**config.mk**
```make
export PLATFORM = sky130hd
export DESIGN_NAME = length_checksum_deframer
export DESIGN_NICKNAME = d
export VERILOG_FILES = /design/src/design/ldf_pkg.sv /design/src/design/ldf_ram.sv /design/src/design/ldf_datapath.sv /design/src/design/ldf_ctrl.sv /design/src/design/length_checksum_deframer.sv
export SDC_FILE = /design/constraint.sdc
export NUM_CORES = 1
export LEC_CHECK = 0
export BUFFER_PORTS_ARGS = -buffer_cell sky130_fd_sc_hd__buf_2
export CAP_MARGIN = 10
export CORE_MARGIN = 4
export CORE_UTILIZATION = 59
export DETAILED_ROUTE_END_ITERATION = 10
export PLACE_DENSITY = 0.77
export SYNTH_ARGS = -nofsm -noshare
export SYNTH_HDL_FRONTEND = slang
export SYNTH_SLANG_ARGS = --single-unit
```
**constraint.sdc**
```tcl
create_clock -name i_clk -period 5.4 [get_ports i_clk]
set_input_delay 1.08 -clock i_clk [delete_from_list [all_inputs] [get_ports i_clk]]
set_output_delay 1.08 -clock i_clk [all_outputs]
set_load 0.01 [all_outputs]
```
**src/design/ldf_pkg.sv**
```systemverilog
// ----------------------------------------------------------------------------
// ldf_pkg
// shared types, constants and status codes of the length/checksum deframer
// ----------------------------------------------------------------------------
package ldf_pkg;

    localparam int MAX_PAYLOAD = 32;
    localparam int CNT_W       = 6;
    localparam int ADDR_W      = (MAX_PAYLOAD > 1) ? $clog2(MAX_PAYLOAD) : 1;
    localparam logic [3:0] HDR_BYTES = 4'd8;

    localparam logic [2:0] ST_OK        = 3'd0;
    localparam logic [2:0] ST_TOO_SHORT = 3'd1;
    localparam logic [2:0] ST_OVERFLOW  = 3'd2;
    localparam logic [2:0] ST_LEN_ERR   = 3'd3;
    localparam logic [2:0] ST_SUM_ERR   = 3'd4;

    typedef struct packed {
        logic [7:0] in_byte;
        logic       in_last;
    } t_in;

    typedef struct packed {
        logic [7:0]  out_byte;
        logic        out_last;
        logic        out_has_data;
        logic [2:0]  status;
        logic [31:0] valid_total;
        logic [31:0] invalid_total;
    } t_out;

    typedef struct packed {
        logic take;
        logic eval;
        logic rd_en;
        logic load_byte;
        logic load_single;
        logic clear;
    } t_dp_cmd;

    typedef struct packed {
        logic ok;
        logic count_zero;
        logic at_last_idx;
        logic out_free;
    } t_dp_sts;

endpackage

```
**src/design/ldf_ram.sv**
```systemverilog
// ----------------------------------------------------------------------------
// ldf_ram
// generic single-write, single-read ram with registered read data
// ----------------------------------------------------------------------------
module ldf_ram #(
    parameter int WIDTH = 8,
    parameter int DEPTH = 32,
    parameter int AW    = (DEPTH > 1) ? $clog2(DEPTH) : 1
) (
    input  logic             i_clk,
    input  logic             i_wr_en,
    input  logic [AW-1:0]    i_wr_addr,
    input  logic [WIDTH-1:0] i_wr_data,
    input  logic             i_rd_en,
    input  logic [AW-1:0]    i_rd_addr,
    output logic [WIDTH-1:0] o_rd_data
);

    logic [WIDTH-1:0] r_mem [DEPTH];
    logic [WIDTH-1:0] r_rd_data;

    always_ff @(posedge i_clk) begin
        if (i_wr_en) begin
            r_mem[i_wr_addr] <= i_wr_data;
        end
        if (i_rd_en) begin
            r_rd_data <= r_mem[i_rd_addr];
        end
    end

    assign o_rd_data = r_rd_data;

endmodule

```
**src/design/ldf_datapath.sv**
```systemverilog
// ----------------------------------------------------------------------------
// ldf_datapath
// header capture, payload buffer and sum, packet check, counters, output word
// ----------------------------------------------------------------------------
module ldf_datapath (
    input  logic            i_clk,
    input  logic            i_rst_n,
    input  ldf_pkg::t_dp_cmd i_cmd,
    output ldf_pkg::t_dp_sts o_sts,
    input  ldf_pkg::t_in    i_in_data,
    input  logic            i_out_stall,
    output logic            o_out_valid,
    output ldf_pkg::t_out   o_out_data
);
    import ldf_pkg::*;

    logic [3:0]        r_hdr_pos;
    logic [31:0]       r_len;
    logic [31:0]       r_hdr_sum;
    logic [31:0]       r_run_sum;
    logic [CNT_W-1:0]  r_count;
    logic              r_ovf;
    logic [ADDR_W-1:0] r_rd_idx;
    logic [2:0]        r_status;
    logic [31:0]       r_good;
    logic [31:0]       r_bad;
    logic              r_out_valid;
    t_out              r_out;

    logic              in_payload;
    logic              has_room;
    logic              wr_en;
    logic [2:0]        eval_status;
    logic              at_last;
    logic [7:0]        rd_data;

    assign in_payload = (r_hdr_pos == HDR_BYTES);
    assign has_room   = (r_count < CNT_W'(MAX_PAYLOAD));
    assign wr_en      = i_cmd.take && in_payload && has_room;
    assign at_last    = ((CNT_W'(r_rd_idx) + CNT_W'(1)) == r_count);

    always_comb begin
        priority if (r_hdr_pos != HDR_BYTES) begin
            eval_status = ST_TOO_SHORT;
        end else if (r_ovf) begin
            eval_status = ST_OVERFLOW;
        end else if (r_len != 32'(r_count)) begin
            eval_status = ST_LEN_ERR;
        end else if (r_run_sum != r_hdr_sum) begin
            eval_status = ST_SUM_ERR;
        end else begin
            eval_status = ST_OK;
        end
    end

    ldf_ram #(
        .WIDTH (8),
        .DEPTH (MAX_PAYLOAD),
        .AW    (ADDR_W)
    ) u_store (
        .i_clk     (i_clk),
        .i_wr_en   (wr_en),
        .i_wr_addr (r_count[ADDR_W-1:0]),
        .i_wr_data (i_in_data.in_byte),
        .i_rd_en   (i_cmd.rd_en),
        .i_rd_addr (r_rd_idx),
        .o_rd_data (rd_data)
    );

    // packet state
    always_ff @(posedge i_clk) begin
        if (!i_rst_n) begin
            r_hdr_pos <= '0;
            r_len     <= '0;
            r_hdr_sum <= '0;
            r_run_sum <= '0;
            r_count   <= '0;
            r_ovf     <= 1'b0;
            r_rd_idx  <= '0;
            r_status  <= ST_OK;
            r_good    <= '0;
            r_bad     <= '0;
        end else if (i_cmd.clear) begin
            r_hdr_pos <= '0;
            r_len     <= '0;
            r_hdr_sum <= '0;
            r_run_sum <= '0;
            r_count   <= '0;
            r_ovf     <= 1'b0;
            r_rd_idx  <= '0;
        end else begin
            if (i_cmd.take) begin
                if (!in_payload) begin
                    if (!r_hdr_pos[2]) begin
                        r_len[8*r_hdr_pos[1:0] +: 8] <= i_in_data.in_byte;
                    end else begin
                        r_hdr_sum[8*r_hdr_pos[1:0] +: 8] <= i_in_data.in_byte;
                    end
                    r_hdr_pos <= r_hdr_pos + 4'd1;
                end else begin
                    r_run_sum <= r_run_sum + 32'(i_in_data.in_byte);
                    if (has_room) begin
                        r_count <= r_count + CNT_W'(1);
                    end else begin
                        r_ovf <= 1'b1;
                    end
                end
            end
            if (i_cmd.eval) begin
                r_status <= eval_status;
                if (eval_status == ST_OK) begin
                    r_good <= r_good + 32'd1;
                end else begin
                    r_bad <= r_bad + 32'd1;
                end
            end
            if (i_cmd.load_byte) begin
                r_rd_idx <= r_rd_idx + ADDR_W'(1);
            end
        end
    end

    // output word register
    always_ff @(posedge i_clk) begin
        if (!i_rst_n) begin
            r_out_valid <= 1'b0;
        end else if (i_cmd.load_byte || i_cmd.load_single) begin
            r_out_valid <= 1'b1;
        end else if (!i_out_stall) begin
            r_out_valid <= 1'b0;
        end
    end

    always_ff @(posedge i_clk) begin
        if (i_cmd.load_byte) begin
            r_out.out_byte      <= rd_data;
            r_out.out_last      <= at_last;
            r_out.out_has_data  <= 1'b1;
            r_out.status        <= ST_OK;
            r_out.valid_total   <= r_good;
            r_out.invalid_total <= r_bad;
        end else if (i_cmd.load_single) begin
            r_out.out_byte      <= '0;
            r_out.out_last      <= 1'b1;
            r_out.out_has_data  <= 1'b0;
            r_out.status        <= r_status;
            r_out.valid_total   <= r_good;
            r_out.invalid_total <= r_bad;
        end
    end

    assign o_out_valid      = r_out_valid;
    assign o_out_data       = r_out;
    assign o_sts.ok         = (eval_status == ST_OK);
    assign o_sts.count_zero = (r_count == '0);
    assign o_sts.at_last_idx = at_last;
    assign o_sts.out_free   = !r_out_valid || !i_out_stall;

    assert property (@(posedge i_clk) disable iff (!i_rst_n)
        (i_cmd.load_byte || i_cmd.load_single) |-> (!r_out_valid || !i_out_stall))
        else $error("output word overwritten while stalled");

    assert property (@(posedge i_clk) disable iff (!i_rst_n)
        r_count <= CNT_W'(MAX_PAYLOAD))
        else $error("payload count beyond buffer");

    assert property (@(posedge i_clk) disable iff (!i_rst_n)
        (r_count != '0) |-> (r_hdr_pos == HDR_BYTES))
        else $error("payload counted before header complete");

    assert property (@(posedge i_clk) disable iff (!i_rst_n)
        i_cmd.load_single |=> (r_out_valid && r_out.out_last && !r_out.out_has_data))
        else $error("single result not marked last");

endmodule

```
**src/design/ldf_ctrl.sv**
```systemverilog
// ----------------------------------------------------------------------------
// ldf_ctrl
// sequencer: receive, check, buffer readout or single status word
// ----------------------------------------------------------------------------
module ldf_ctrl (
    input  logic             i_clk,
    input  logic             i_rst_n,
    input  logic             i_in_valid,
    input  logic             i_in_last,
    output logic             o_in_stall,
    input  ldf_pkg::t_dp_sts i_sts,
    output ldf_pkg::t_dp_cmd o_cmd
);
    import ldf_pkg::*;

    localparam logic [2:0] S_RECV   = 3'd0;
    localparam logic [2:0] S_EVAL   = 3'd1;
    localparam logic [2:0] S_READ   = 3'd2;
    localparam logic [2:0] S_LOAD   = 3'd3;
    localparam logic [2:0] S_SINGLE = 3'd4;

    logic [2:0] r_state;
    logic [2:0] n_state;

    always_comb begin
        n_state = r_state;
        o_cmd   = '0;
        unique case (r_state)
            S_RECV: begin
                o_cmd.take = i_in_valid;
                if (i_in_valid && i_in_last) begin
                    n_state = S_EVAL;
                end
            end
            S_EVAL: begin
                o_cmd.eval = 1'b1;
                if (i_sts.ok && !i_sts.count_zero) begin
                    n_state = S_READ;
                end else begin
                    n_state = S_SINGLE;
                end
            end
            S_READ: begin
                o_cmd.rd_en = 1'b1;
                n_state     = S_LOAD;
            end
            S_LOAD: begin
                if (i_sts.out_free) begin
                    o_cmd.load_byte = 1'b1;
                    if (i_sts.at_last_idx) begin
                        o_cmd.clear = 1'b1;
                        n_state     = S_RECV;
                    end else begin
                        n_state = S_READ;
                    end
                end
            end
            S_SINGLE: begin
                if (i_sts.out_free) begin
                    o_cmd.load_single = 1'b1;
                    o_cmd.clear       = 1'b1;
                    n_state           = S_RECV;
                end
            end
            default: begin
                n_state = S_RECV;
            end
        endcase
    end

    always_ff @(posedge i_clk) begin
        if (!i_rst_n) begin
            r_state <= S_RECV;
        end else begin
            r_state <= n_state;
        end
    end

    assign o_in_stall = (r_state != S_RECV);

endmodule

```
**src/design/length_checksum_deframer.sv**
```systemverilog
// ----------------------------------------------------------------------------
// length_checksum_deframer
// length-prefixed packet deframer with byte-sum check and packet counters
// ----------------------------------------------------------------------------
// Each header or payload byte is taken while the block receives. After the
// word flagged last, the packet is evaluated; a rejected or empty packet then
// gives one status word, and an accepted packet is read back from the payload
// ram byte by byte, each byte through a registered ram read and then a load
// of the output register, which waits while the output is stalled. No input
// word is taken during evaluation, readout or the status word.
module length_checksum_deframer (
    input  logic          i_clk,
    input  logic          i_rst_n,
    input  logic          i_in_valid,
    output logic          o_in_stall,
    input  ldf_pkg::t_in  i_in_data,
    output logic          o_out_valid,
    input  logic          i_out_stall,
    output ldf_pkg::t_out o_out_data
);
    import ldf_pkg::*;

    t_dp_cmd cmd;
    t_dp_sts sts;

    ldf_ctrl u_ctrl (
        .i_clk      (i_clk),
        .i_rst_n    (i_rst_n),
        .i_in_valid (i_in_valid),
        .i_in_last  (i_in_data.in_last),
        .o_in_stall (o_in_stall),
        .i_sts      (sts),
        .o_cmd      (cmd)
    );

    ldf_datapath u_dp (
        .i_clk       (i_clk),
        .i_rst_n     (i_rst_n),
        .i_cmd       (cmd),
        .o_sts       (sts),
        .i_in_data   (i_in_data),
        .i_out_stall (i_out_stall),
        .o_out_valid (o_out_valid),
        .o_out_data  (o_out_data)
    );

endmodule
```
==> results.tsv <==
stage	metric	value	unit
pwr	power.leakage	0.00793	uW
synthesis	synth_flop_cell	edfxtp_1	
floorplan	die_width	202	um
floorplan	start_util	0.602	
clock_network	clkSlewWorstSetupHoldPaths	60	ps
synthesis	syn_area	22100	um^2
clock_network	cts_resized	0	
synthesis	yosys_warnings	0	
placement	dp_hpwl	31800	um
clock_network	cts_buffers	51	
final_layout	register_area	13900	um^2
synthesis	synth_top_area_frac	0.457	
detailed_routing	firstDrtPassIters	5	
synthesis	seq_area_frac_synth	0.626	
synthesis	yosysUniqueCellTypes	63	
timing	hold_viol	0	
placement	gp_congestion	0.878	
synthesis	async_reset_ff_frac	0	
timing	slew_viol_final	0	
floorplan	io_pins	92	
synthesis	synth.avg_cell_area	12.9	um^2
run_status	status	completed	
clock_network	insertion_delay	580	ps
worst_setup_path	crit_buf_inv	1	
pwr	p_seq_frac	0.530	
synthesis	synth-seq-cells	524	
detailed_routing	vias	14500	
pwr	pwr-share-comb	0.027	
detailed_routing	wl_per_cell	22.4	um
clock_network	ctsHoldBuffers	0	
floorplan	num_rows	70	
pwr	power_frac_clock	0.443	
global_route	grt_first_pass_wirelength	79800	um
pwr	p_per_area	327	nW/um^2
synthesis	yosys.area.top_type	edfxtp_1	
worst_setup_path	worstPathArrival	3960	ps
synthesis	synth.top_cells.by_count	edfxtp_1 (337), dfxtp_1 (187), nand2_1 (160)	
global_route	antenna_found_initial	2	
timing	hold_slack	460	ps
pwr	power_switching_share	0.208	
worst_setup_path	required	5610	ps
clock_network	cts_tree	done	
detailed_routing	vias_per_cell	6.36	
synthesis	synth.net_count	1744	
pwr	p_int	6390	uW
timing	slew_headroom	0.200	
pwr	p_sw	1680	uW
detailed_routing	drt_iter0_drc	1530	
final_layout	nFillCells	2569	
clock_network	cts.htree.levels	2	
clock_network	post_cts_buffers	0	
synthesis	synth.most_common_cell	edfxtp_1	
timing	finalWorstSetupSlack	1650	ps
worst_setup_path	cpPeakStageDelay	730	ps
floorplan	die_h	202	um
synthesis	synth_edf_count	337	
run	max-cap-violations	0	
placement	portBuffers	91	
timing	max_freq	267	MHz
timing	fin_tns_setup	0	ps
synthesis	syn-instance-count	1711	
global_route	grt_pass1_vias	14000	
detailed_routing	final_antenna_net_count	0	
global_route	grt_start_max_net_pins	86	
worst_setup_path	cp_top_family	simple AND/OR/NAND/NOR gates	
final_layout	nets	1807	
worst_setup_path	cp_max_fo	12	
timing	rsz0062_at_grt	false	
final_layout	area_growth	11.3	%
placement	pre_cts_ws	1250	ps
pwr	ir_drop	0.220	mV
global_route	grt_usage	0.248	
final_layout	multiInputGateArea	7750	um^2
final_layout	drive_gt1_frac	0.165	
timing	tightest_slew	1200	ps
timing	skew	23.0	ps
worst_setup_path	cp-end-kind	flip-flop	
timing	period_needed	3750	ps
timing	min_period_over_period	0.695	
clock_network	clock-sinks	524	
floorplan	core_area	36800	um^2
min_path	hold_path_class	flip-flop to flip-flop	
detailed_routing	routed_wl	51200	um
timing	final-setup-viol-count	0	
worst_setup_path	path_class	flip-flop to flip-flop	
clock_network	root_buffer	clkbuf_16	
worst_setup_path	crit_slowest_cell	nor2_1	
detailed_routing	drc	0	
worst_setup_path	crit_path_start_kind	flip-flop	
synthesis	ys_top_cells_by_area	edfxtp_1 (46%), dfxtp_1 (17%), mux4_2 (8.1%)	
floorplan	die_area	40700	um^2
pwr	total_power	8070	uW
global_route	grt-ovfl-total	0	
clock_network	clk_path_buf_depth	3	
worst_setup_path	cp_cell_sequence	inv_1 -> ha_1 -> and3b_1 -> nand2_1 -> nor2_1 -> nand2_1 -> nor2_1	
## final timing paths
check | slack [ps] | from | end | depth (start not counted)
setup / recovery | 1650 | u_dp.r_hdr_pos[0] | u_dp.u_store.r_mem[23][4] | 7
hold / removal | 460 | u_dp.r_len[10] | u_dp.r_len[10] | 2
setup reg to reg | 1650 | u_dp.r_hdr_pos[0] | u_dp.u_store.r_mem[23][4] | 7
hold reg to reg | 460 | u_dp.r_len[10] | u_dp.r_len[10] | 2
## cells by family after synthesis
kind of cell | count (synthesis) | share of synthesized area
xor gates and xnor gates | 71 | 0.0281
and+or+nand+nor | 643 | 0.152
adders and majority gates | 20 | 0.0116
muxes | 119 | 0.0995
DFF | 524 | 0.626
AOI/OAI and AO/OA | 199 | 0.0582
buffers and inverters | 135 | 0.0249
## through the flow
| stage | instances | cell area [um^2] | utilization |
|---|---|---|---|
| 6_report | 2286 | 24600 | 0.670 |
| 5_1_grt | 2286 | 24600 | 0.670 |
| 4_1_cts | 2285 | 24600 | 0.670 |
| 3_5_place_dp | 2189 | 23000 | 0.624 |
| 3_3_place_gp | 2189 | 23000 | 0.624 |
| 2_1_floorplan | 1711 | 22100 | - |
## registers in the layout (all words and copies together), names as in the netlist, 3 cells and up
signal	count
u_dp.r_hdr_pos	4
u_dp.u_store.r_mem	256
u_dp.r_status	3
u_dp.r_run_sum	32
u_ctrl.r_state	3
u_dp.u_store.o_rd_data	8
u_dp.r_rd_idx	5
u_dp.r_len	32
u_dp.r_count	6
u_dp.o_out_data	77
u_dp.r_good	32
u_dp.r_bad	32
u_dp.r_hdr_sum	32
## area by class of cell
cell class / count / area share
repair buffers: 115 / 0.0258
clock inverters: 33 / 0.0122
well taps: 468 / 0.0238
diodes: 1 / 0.000102
clock buffers: 63 / 0.0565
multi-input cells: 1052 / 0.314
inverters: 30 / 0.00457
flip-flops and latches: 524 / 0.563
## layer usage
metal | track usage | routed length, um | vias to the layer above | share of wire
li1 | - | - | 6576 | -
met1 | 0.342 | 20900 | 7216 | 0.41
met3 | 0.0516 | 4320 | 102 | 0.084
met4 | 0.0764 | 1410 | 2 | 0.028
met2 | 0.403 | 24600 | 652 | 0.48
met5 | 0 | 10 | - | 0.00020
## power by group through the flow
| stage | sequential [uW] | clock [uW] | combinational (uW) |
|---|---|---|---|
| 2_1_floorplan | 4360 | 0 | 119 |
| 4_1_cts | 4270 | 3610 | 217 |
| 6_report | 4270 | 3570 | 220 |
| 3_5_place_dp | 4360 | 0 | 216 |
| 3_3_place_gp | 4360 | 0 | 212 |
| 5_1_grt | 4270 | 3790 | 239 |
## cells in the final DEF, fill, tap and decap left out, types with 6 or more instances in the layout
cell type / instances
and2_1: 6
mux4_2: 80
nand3_1: 44
a21oi_1: 85
clkinv_2: 13
and4_1: 9
clkbuf_16: 53
or4_1: 14
nor3_1: 15
edfxtp_1: 337
mux2i_1: 31
o31ai_1: 12
nand4_1: 82
xor2_1: 7
a22oi_1: 17
nor2b_1: 55
o41ai_1: 15
nand2_1: 160
or3_1: 15
buf_2: 91
o311ai_0: 14
o211ai_1: 8
mux2_2: 8
o21ai_0: 17
clkinv_1: 10
ha_1: 19
nand2b_1: 38
dfxtp_1: 185
buf_4: 24
inv_1: 28
nor2_1: 128
nor4_1: 34
and3_1: 16
xnor2_1: 64
o21bai_1: 6
clkbuf_1: 7
## worst min-delay path, stage by stage (launching register included)
cell,delay [ps]
dfxtp_1,310
nand2_1,50
a21oi_1,50
Power figures use the tool's default switching activity.
